===== config.mk =====
export PLATFORM = sky130hd
export DESIGN_NAME = cell_history_revisit_tracker_core
export DESIGN_NICKNAME = d
export VERILOG_FILES = /design/src/rtl/core/chrt_pkg.sv /design/src/rtl/core/chrt_cell.sv /design/src/rtl/core/cell_history_revisit_tracker_core.sv
export VERILOG_INCLUDE_DIRS = /design/src /design/src/rtl/core
export SDC_FILE = /design/constraint.sdc
export NUM_CORES = 1
export LEC_CHECK = 0
export BUFFER_PORTS_ARGS = -buffer_cell sky130_fd_sc_hd__buf_2
export CORE_UTILIZATION = 59
export CTS_CLUSTER_DIAMETER = 50
export DETAILED_ROUTE_END_ITERATION = 8
export HOLD_SLACK_MARGIN = 0.1
export PLACE_DENSITY = 0.76
export SETUP_SLACK_MARGIN = 0.05
export SLEW_MARGIN = 20
export SYNTH_ARGS = -nofsm -noshare
export SYNTH_HDL_FRONTEND = slang
export SYNTH_SLANG_ARGS = --single-unit

===== constraint.sdc =====
create_clock -name clk_i -period 3 [get_ports clk_i]
set_input_delay 0 -clock clk_i [delete_from_list [all_inputs] [get_ports clk_i]]
set_output_delay 0 -clock clk_i [all_outputs]
set_load 0.01 [all_outputs]

===== src/rtl/core/cell_history_revisit_tracker_core_macros.svh =====
// assertion helpers for the tracker rtl
`ifndef CELL_HISTORY_REVISIT_TRACKER_CORE_MACROS_SVH
`define CELL_HISTORY_REVISIT_TRACKER_CORE_MACROS_SVH

// same-cycle implication, checked out of reset
`define CHRT_ASSERT(name, ante, cons, msg) \
  name: assert property (@(posedge clk_i) disable iff (!rst_ni) (ante) |-> (cons)) \
    else $error(msg);

// next-cycle implication, checked out of reset
`define CHRT_ASSERT_NEXT(name, ante, cons, msg) \
  name: assert property (@(posedge clk_i) disable iff (!rst_ni) (ante) |=> (cons)) \
    else $error(msg);

`endif


===== src/rtl/core/chrt_pkg.sv =====
package chrt_pkg;

  typedef logic [31:0] entry_t;

  localparam logic [1:0] FUNC_UPDATE = 2'd0;
  localparam logic [1:0] FUNC_QUERY  = 2'd1;
  localparam logic [1:0] FUNC_CLEAR  = 2'd2;

  localparam logic [7:0] STILL_LIMIT_RST = 8'd20;

endpackage


===== src/rtl/core/chrt_cell.sv =====
module chrt_cell import chrt_pkg::*; (
  input  logic   clk_i,
  input  entry_t data_i,
  input  logic   wr_en_i,
  input  entry_t wr_data_i,
  output entry_t data_o
);

  entry_t data_q;
  entry_t data_d;

  // take the neighbor's entry, or a fresh one when written
  assign data_d = wr_en_i ? wr_data_i : data_i;

  always_ff @(posedge clk_i) begin
    data_q <= data_d;
  end

  assign data_o = data_q;

endmodule


===== src/rtl/core/cell_history_revisit_tracker_core.sv =====
// Cell history revisit tracker. An item is taken when start is high and busy is low; its
// single result appears on revisit_o/stuck_o for exactly one cycle with done_o high, and
// the receiver cannot stall it. The history sits in a ring of HISTORY_DEPTH cells that
// rotates one position every cycle, so every stored entry passes the tail cell in turn.
// A query makes one full ring pass, comparing the entries at the tail, before its result.
// An update to a new cell waits for its slot to reach the tail. Updates that stand still,
// clears and unknown functions give their result in the next cycle. busy drops in the
// cycle the result is shown, so a new item can be taken then. still_limit is written
// through the cfg channel, which is always ready.
module cell_history_revisit_tracker_core import chrt_pkg::*; #(
  parameter int unsigned HISTORY_DEPTH = 32
) (
  input  logic               clk_i,
  input  logic               rst_ni,
  // item channel
  input  logic               start,
  output logic               busy,
  input  logic [1:0]         func_i,
  input  logic signed [15:0] cell_x_i,
  input  logic signed [15:0] cell_y_i,
  // result channel
  output logic               done_o,
  output logic               revisit_o,
  output logic               stuck_o,
  // configuration channel
  input  logic               cfg_valid_i,
  output logic               cfg_ready_o,
  input  logic [7:0]         cfg_data_i
);

  localparam int unsigned IDX_W = $clog2(HISTORY_DEPTH);
  localparam logic [IDX_W-1:0] IDX_LAST = IDX_W'(HISTORY_DEPTH - 1);

  // control states
  localparam logic [1:0] ST_IDLE = 2'd0;
  localparam logic [1:0] ST_SEEK = 2'd1;  // waiting for the write slot at the tail
  localparam logic [1:0] ST_SCAN = 2'd2;  // one ring pass for a query

  logic [1:0]       state_q, state_d;
  logic [IDX_W-1:0] tail_idx_q, tail_idx_d;  // logical index held by the tail cell
  logic [IDX_W-1:0] wi_q, wi_d;              // write index
  logic [IDX_W-1:0] cnt_q, cnt_d;            // scan position
  logic [15:0]      last_x_q, last_x_d;
  logic [15:0]      last_y_q, last_y_d;
  logic [7:0]       still_q, still_d;
  logic [7:0]       limit_q, limit_d;
  logic             hit_q, hit_d;
  entry_t           key_q, key_d;
  logic             done_q, done_d;
  logic             revisit_q, revisit_d;
  logic             stuck_q, stuck_d;

  logic             accept;
  logic             moving;
  logic [8:0]       still_inc;
  logic             still_over;
  logic             wr_en;
  logic [IDX_W-1:0] wi_next;
  logic             tail_in_range;
  logic             tail_hit;
  entry_t           cell_in;
  entry_t           ring [HISTORY_DEPTH];

  // ---------------------------------------------------------------------------
  // ring of history cells, tail feeds cell zero, cell zero takes new entries
  // ---------------------------------------------------------------------------
  for (genvar g = 0; g < HISTORY_DEPTH; g++) begin : g_cell
    if (g == 0) begin : g_head
      chrt_cell u_cell (
        .clk_i     (clk_i),
        .data_i    (ring[HISTORY_DEPTH-1]),
        .wr_en_i   (wr_en),
        .wr_data_i (key_q),
        .data_o    (ring[g])
      );
    end else begin : g_body
      chrt_cell u_cell (
        .clk_i     (clk_i),
        .data_i    (ring[g-1]),
        .wr_en_i   (1'b0),
        .wr_data_i (key_q),
        .data_o    (ring[g])
      );
    end
  end

  // ---------------------------------------------------------------------------
  // datapath helpers
  // ---------------------------------------------------------------------------
  assign busy        = (state_q != ST_IDLE);
  assign accept      = start && !busy;
  assign cfg_ready_o = 1'b1;

  assign cell_in    = {cell_y_i, cell_x_i};
  assign moving     = (cell_x_i != last_x_q) || (cell_y_i != last_y_q);
  assign still_inc  = {1'b0, still_q} + 9'd1;
  assign still_over = still_inc > {1'b0, limit_q};

  // entry passing the tail is written when its slot matches the write index
  assign wr_en   = (state_q == ST_SEEK) && (tail_idx_q == wi_q);
  assign wi_next = (wi_q == IDX_LAST) ? '0 : wi_q + 1'b1;

  // only entries below write index minus one take part in a query
  assign tail_in_range = ({1'b0, tail_idx_q} + 1'b1) < {1'b0, wi_q};
  assign tail_hit      = tail_in_range && (ring[HISTORY_DEPTH-1] == key_q);

  // ---------------------------------------------------------------------------
  // control
  // ---------------------------------------------------------------------------
  always_comb begin
    state_d    = state_q;
    tail_idx_d = (tail_idx_q == IDX_LAST) ? '0 : tail_idx_q + 1'b1;
    wi_d       = wi_q;
    cnt_d      = cnt_q;
    last_x_d   = last_x_q;
    last_y_d   = last_y_q;
    still_d    = still_q;
    limit_d    = limit_q;
    hit_d      = hit_q;
    key_d      = key_q;
    done_d     = 1'b0;
    revisit_d  = revisit_q;
    stuck_d    = stuck_q;

    if (cfg_valid_i) begin
      limit_d = cfg_data_i;
    end

    case (state_q)
      ST_IDLE: begin
        if (accept) begin
          key_d = cell_in;
          case (func_i)
            FUNC_UPDATE: begin
              last_x_d = cell_x_i;
              last_y_d = cell_y_i;
              if (moving) begin
                state_d = ST_SEEK;
              end else begin
                done_d    = 1'b1;
                revisit_d = 1'b0;
                stuck_d   = still_over;
                still_d   = still_over ? 8'd0 : still_inc[7:0];
              end
            end
            FUNC_QUERY: begin
              state_d = ST_SCAN;
              cnt_d   = '0;
              hit_d   = 1'b0;
            end
            FUNC_CLEAR: begin
              wi_d      = '0;
              done_d    = 1'b1;
              revisit_d = 1'b0;
              stuck_d   = 1'b0;
            end
            default: begin
              done_d    = 1'b1;
              revisit_d = 1'b0;
              stuck_d   = 1'b0;
            end
          endcase
        end
      end
      ST_SEEK: begin
        if (wr_en) begin
          wi_d      = wi_next;
          still_d   = 8'd0;
          state_d   = ST_IDLE;
          done_d    = 1'b1;
          revisit_d = 1'b0;
          stuck_d   = 1'b0;
        end
      end
      ST_SCAN: begin
        hit_d = hit_q || tail_hit;
        cnt_d = cnt_q + 1'b1;
        if (cnt_q == IDX_LAST) begin
          state_d   = ST_IDLE;
          done_d    = 1'b1;
          revisit_d = hit_q || tail_hit;
          stuck_d   = 1'b0;
        end
      end
      default: begin
        state_d = ST_IDLE;
      end
    endcase
  end

  always_ff @(posedge clk_i or negedge rst_ni) begin
    if (!rst_ni) begin
      state_q    <= ST_IDLE;
      tail_idx_q <= '0;
      wi_q       <= '0;
      cnt_q      <= '0;
      last_x_q   <= '0;
      last_y_q   <= '0;
      still_q    <= '0;
      limit_q    <= STILL_LIMIT_RST;
      hit_q      <= 1'b0;
      done_q     <= 1'b0;
      revisit_q  <= 1'b0;
      stuck_q    <= 1'b0;
    end else begin
      state_q    <= state_d;
      tail_idx_q <= tail_idx_d;
      wi_q       <= wi_d;
      cnt_q      <= cnt_d;
      last_x_q   <= last_x_d;
      last_y_q   <= last_y_d;
      still_q    <= still_d;
      limit_q    <= limit_d;
      hit_q      <= hit_d;
      done_q     <= done_d;
      revisit_q  <= revisit_d;
      stuck_q    <= stuck_d;
    end
  end

  // search key is payload only
  always_ff @(posedge clk_i) begin
    key_q <= key_d;
  end

  assign done_o    = done_q;
  assign revisit_o = revisit_q;
  assign stuck_o   = stuck_q;

  // ---------------------------------------------------------------------------
  // checks
  // ---------------------------------------------------------------------------
`include "cell_history_revisit_tracker_core_macros.svh"

  `CHRT_ASSERT(a_one_flag, done_o, !(revisit_o && stuck_o), "both result flags set")
  `CHRT_ASSERT_NEXT(a_accept_progress, accept, busy || done_o, "accepted item dropped")
  `CHRT_ASSERT_NEXT(a_scan_end, (state_q == ST_SCAN) && (cnt_q == IDX_LAST), done_o && !busy, "query pass did not end")
  `CHRT_ASSERT(a_stuck_src, done_o && stuck_o, ($past(accept) && ($past(func_i) == FUNC_UPDATE)), "stuck without a still update")
  `CHRT_ASSERT(a_wi_range, busy, ({1'b0, wi_q} < (IDX_W + 1)'(HISTORY_DEPTH)), "write index out of range")

endmodule

==> Yosys cells after proc, flatten, opt, wreduce, memory -nomap -nowiden <==
Cells that the tools add are included.
{ "totals": {"reg_bits": 1125, "output_inout_bits": 5, "wordCells": 135} }
{ "classes": {"addsub": 5, "order_cmp": 2, "n_eq_ne": 22, "mux": 42, "reduce_logical": 19} }
{ "ops": {"columns": ["cell", "count"], "rows": [
  ["2-to-1 mux 8 bit", 5],
  ["2-to-1 mux 5 bit", 7],
  ["equality test 32 bit", 1],
  ["2-to-1 mux 32 bit", 1],
  ["!= test 16 bit", 2],
  ["one-hot mux 5 bit (2 select lines)", 2],
  ["one-hot mux 8 bit (2 select lines)", 1],
  ["adder 5 x 1 -> 5 bit (second input constant)", 3],
  ["equality test 5 bit (second input constant)", 3],
  ["2-to-1 mux 1 bit", 13],
  ["AND reduction 5 bit", 2],
  ["adder 8 x 1 -> 9 bit (second input constant)", 1],
  ["greater-than comparator 9 x 8 -> 1 bit", 1],
  ["one-hot mux 1 bit (3 select lines)", 3],
  ["2-to-1 mux 2 bit", 4],
  ["!= test 2 x 1 -> 1 bit (second input constant)", 4],
  ["!= test 2 bit (second input constant)", 4],
  ["one-hot mux 1 bit (2 select lines)", 4],
  ["adder 5 x 1 -> 6 bit (second input constant)", 1],
  ["< comparator 6 x 5 -> 1 bit", 1],
  ["!= test 3 bit (second input constant)", 2],
  ["one-hot mux 2 bit (3 select lines)", 1],
  ["AND reduction 3 bit", 2],
  ["AND reduction 6 bit", 1],
  ["13 further kinds", 21]
]} }

==> Longest topological paths before layout <==
{ "depth": {"depth_word": 7, "ltp_mapped": 12, "ltp_nobuf": 11} }

==> Modules after synthesis <==
Synthesis repeated with hierarchy kept, for this count alone.
{ "unflattened": {"cells_unflattened": 2611, "hier_area_um2": 43067.6} }
{ "by_module_without_submodules": {"columns": ["module", "instances", "cells_each", "area_per_inst_um2", "seq_area_each_um2"], "rows": [
  ["chrt_cell", 32, 68, 1184.9, 640.6],
  ["cell_history_revisit_tracker_core", 1, 435, 5151.2, 2690.1]
]} }

==> Worst setup path before layout <==
Ideal clock, no wire load.
{ "synth_path": {"path_kind": "register to register", "from": "register still_q[0]", "to": "register still_q[2]", "setup_ns": 0.131, "arrival_time_ns": 2.402, "setup_slack_ns": 0.467, "stages_incl_launch_ff": 13, "period_less_slack_ns": 2.533, "path_cell_list": "dfrtp_1 -> ha_1 -> nand3_1 -> or2_2 -> xnor2_1 -> ha_1 -> nand4_1 -> a21oi_1 -> o21ai_0 -> and3_1 -> buf_2 -> a41oi_1 -> o21ai_0"} }
{ "synth_between": {"elab_chain_len": 7} }
{ "synth_rtl": {"columns": ["element", "line", "text"], "rows": [
  ["start, declared", "cell_history_revisit_tracker_core.sv:45", "logic [7:0] still_q, still_d;"],
  ["start signal, assigned", "cell_history_revisit_tracker_core.sv:212", "still_q <= still_d;"],
  ["adder 8 x 1 -> 9 bit *", "cell_history_revisit_tracker_core.sv:96", "assign still_inc = {1'b0, still_q} + 9'd1;"],
  ["greater-than comparator 9 x 8 -> 1 bit", "cell_history_revisit_tracker_core.sv:97", "assign still_over = still_inc > {1'b0, limit_q};"],
  ["2-to-1 mux 8 bit *", "cell_history_revisit_tracker_core.sv:143", "still_d = still_over ? 8'd0 : still_inc[7:0];"],
  ["2-to-1 mux 8 bit *", "cell_history_revisit_tracker_core.sv:137", "if (moving) begin"],
  ["2-to-1 mux 8 bit *", "cell_history_revisit_tracker_core.sv:133", "case (func_i)"],
  ["2-to-1 mux 8 bit *", "cell_history_revisit_tracker_core.sv:131", "if (accept) begin"],
  ["one-hot mux 8 bit (2 select lines) *", "cell_history_revisit_tracker_core.sv:129", "case (state_q)"]
]} }
Mark *: on every way between the ends. The rest lies on a longest branch, timed or not. The select of a mux whose other input is x is not followed.
A chain may end at the register's enable or synchronous reset.

==> Worst setup path in the final report <==
{ "layout_path": {"from": "register last_y_q[10]", "to": "register state_q[1]"} }
{ "layout_between": {"elab_chain_len": 4} }
{ "layout_rtl": {"columns": ["element", "line", "text"], "rows": [
  ["start, declared", "cell_history_revisit_tracker_core.sv:44", "logic [15:0] last_y_q, last_y_d;"],
  ["start signal, assigned", "cell_history_revisit_tracker_core.sv:211", "last_y_q <= last_y_d;"],
  ["!= test 16 bit", "cell_history_revisit_tracker_core.sv:95", "assign moving = (cell_x_i != last_x_q) || (cell_y_i != last_y_q);"],
  ["logical OR 1 bit", "cell_history_revisit_tracker_core.sv:95", null],
  ["!= test 3 bit (no line)", null, null],
  ["AND reduction 5 bit (no line)", null, null],
  ["end signal, assigned", "cell_history_revisit_tracker_core.sv:206", "state_q <= state_d;"],
  ["end, declared", "cell_history_revisit_tracker_core.sv:39", "logic [1:0] state_q, state_d;"]
]} }
No other way between the ends.

==> flow_summary.toml <==
[die]
die_area_um2 = 45000
die_w_um = 212
boundaryPins = 51
die_h_um = 212
core-area_um2 = 43300
placement_rows = 76
initial_core_util = 0.602

[clock_tree]
clock_sinks = 1125
clk_latency_ns = 0.63
ctsRootBufferMaster = "clkbuf_16"
htreeDepth = 3
path_clk_slew_ns = 0.07
cts_inserted_buffers = 98
post_cts_buffers = 0
tritoncts = "done"
ctsLongestPathBuffers = 3

[finish]
fin_nets = 1772
fillerInstances = 2526
final_area_um2 = 31100
final-seq-area_um2 = 23200
syn_to_final_growth_pct = 19.6
drive_above_1_share = 0.170
most-common-layout-cells = "1,024 x dfxtp_1, 103 x clkbuf_16, 67 x xor2_1"
final_common_cell = "dfxtp_1"
fin_cells = 2369
multi_input_area_um2 = 2740

[synth]
yosysTopAreaCellShare = 0.787
synth_flop_cell = "dfxtp_1"
synth.avg_cell_area_um2 = 17.4
async_flop_share = 0.0613
ys_ff_latch = 1125
ys_seq_area_frac = 0.891
yosysUniqueCellTypes = 48
synth_area_leaders = "dfxtp_1 79%, dfrtp_1 6.4%, edfxtp_1 3.7%"
syn_nets = 1566
yosysWarnings = 0
synthCells = 1496
synth_edf_count = 32
syn_area_um2 = 26000
yosysTopAreaCell = "dfxtp_1"

[sta]
fin_crit_ns = 2.79
maxSlewHeadroom = 0.387
report.final.slew_viol_count = 0
hold_viol_final = 0
finClkSkew_ns = 0.0208
max_slew.worst_pin.slew_ns = 0.920
setup-violations-final = 0
rsz0062_at_grt = "no"
whs_ns = 0.140
tns_ns = 0
fin_ws_ns = 0.213
fin_crit_sh = 0.929
fmax_mhz = 359

[setup_path]
critPathMostFrequentCell = "o211ai_1"
worstPathArrival_ns = 3.34
critPathTopFamily = "simple AND/OR/NAND/NOR gates"
critPathSlowestCell = "dlygate4sd3_1"
slowest_delay_ns = 0.57
worstPathMaxFanout = 6
worstSetupStartpoint = "last_y_q[10]"
critPathLaunchType = "flop"
path_buf_inv = 1
rr_startpoint = "last_y_q[10]"
crit_chain = "xor2_1 -> nor4_1 -> nand4_1 -> nor2_2 -> o211ai_1 -> o211ai_1 -> dlygate4sd3_1"
worstPathRequired_ns = 3.55
end_kind = "flop"
critPathKind = "flop to flop"

[drt]
drt_iter0_drc = 575
dr.pass1.iters = 4
vias_per_cell = 4.54
vias = 10700
wl_um = 39700
drc = 0
antenna_left = 0
wl_per_cell_um = 16.8

[grt]
antenna_found_initial = 6
track_usage = 0.188
grt_max_degree = 70
gr-total-overflow = 0
first_global_vias = 11800
grt_pass1_wl_um = 64100

[power]
leakage_nw = 12.9
vdd_drop_max_uv = 672
power_density_nw_per_um2 = 991

[place]
dp_hpwl_um = 19900
dpl_cell_area_um2 = 27000
gp_congestion = 0.806
post-place-ws_ns = 0.0699
io_buffers = 49
post-place-cells = 2126

[run_status]
outcome = "finished, final reports clean"

[run]
cap_violations = 0

[hold_path]
hold_path_class = "input port to asynchronous set/reset pin"
-- synthesized netlist by cell type (all sizes together), types with 9 or more instances --
cell,instances
nor4,16
edfxtp,32
xnor2,9
nor2,13
nand2,37
dfrtp,67
mux2,66
ha,24
o21ai,23
dfxtp,1024
inv,26
xor2,67
-- power breakdown --
part           leakage (nW)  switching [mW]  internal (mW)  total [mW]
Combinational          1.75           0.908          0.786        1.69
Clock                  1.72            5.36           7.79        13.1
Sequential             9.40           0.369           15.6        16.0
Total                  12.9            6.64           24.2        30.9
-- area by class of cell --
| type | instances | share of cell area |
|---|---|---|
| Clock buffer | 135 | 0.0921 |
| Inverter | 26 | 0.00313 |
| Multi-Input combinational cell | 334 | 0.0879 |
| Tap cell | 585 | 0.0235 |
| Timing Repair Buffer | 117 | 0.0292 |
| Antenna cell | 2 | 0.000161 |
| Sequential cell | 1125 | 0.745 |
| Clock inverter | 45 | 0.0192 |
-- registers in the layout (all words and copies together), names as in the netlist --
signal / flops
last_y_q: 16
wi_q: 5
stuck_o: 1
done_o: 1
last_x_q: 16
still_q: 8
g_cell.g_body.u_cell.data_o: 992
tail_idx_q: 5
key_q: 32
state_q: 2
cnt_q: 5
revisit_o: 1
g_cell.g_head.u_cell.data_o: 32
hit_q: 1
limit_q: 8
-- worst min-delay path, stage by stage --
cell and delay [ns]:
dlygate4sd3_1 0.52, buf_2 0.10, buf_4 0.70
-- stage by stage --
stage	utilization	total power, mW
finish	0.720	30.9
global route	0.720	32.0
CTS	0.719	31.1
detailed placement	0.625	17.8
global placement	0.625	17.8
floorplan	-	17.3
-- worst paths after layout --
path	cells after the start	slack [ns]	end
worst max-delay path	7	0.21	state_q[1]
worst min register to register	0	0.31	g_cell[12].g_body.u_cell.data_o[17]
max in group asynchronous	3	2.22	still_q[1]
min in group clk_i	2	0.16	key_q[21]
worst max register to register	7	0.21	state_q[1]
worst min-delay path	3	0.14	tail_idx_q[0]
-- cell families (layout without fill, tap and decap cells) --
kind of cell,count (synthesis),count (layout),share of synthesized area
xor gates and xnor gates,76,76,0.0256
AOI/OAI and AO/OA,53,53,0.0132
buffers and inverters,37,323,0.00581
other,1,3,0.000144
adders and majority gates,24,24,0.0115
and+or+nand+nor,108,108,0.0223
muxes,72,72,0.0308
DFF,1125,1125,0.891
-- timing repair --
action,in CTS,in global routing
endpoints found under the setup margin,2,10
resized for setup,1,8
hold buffers,61,0
gates cloned,0,0
hold endpoints to repair,167,0
-- per-layer routing --
metal	GRT usage	up-vias	routed length, um
met1	0.244	5186	18000
li1	-	5268	-
met2	0.301	194	18800
met5	0	-	37
met4	0.0822	6	1320
met3	0.0465	92	1550
No activity file was read; power rests on OpenSTA's default activity.
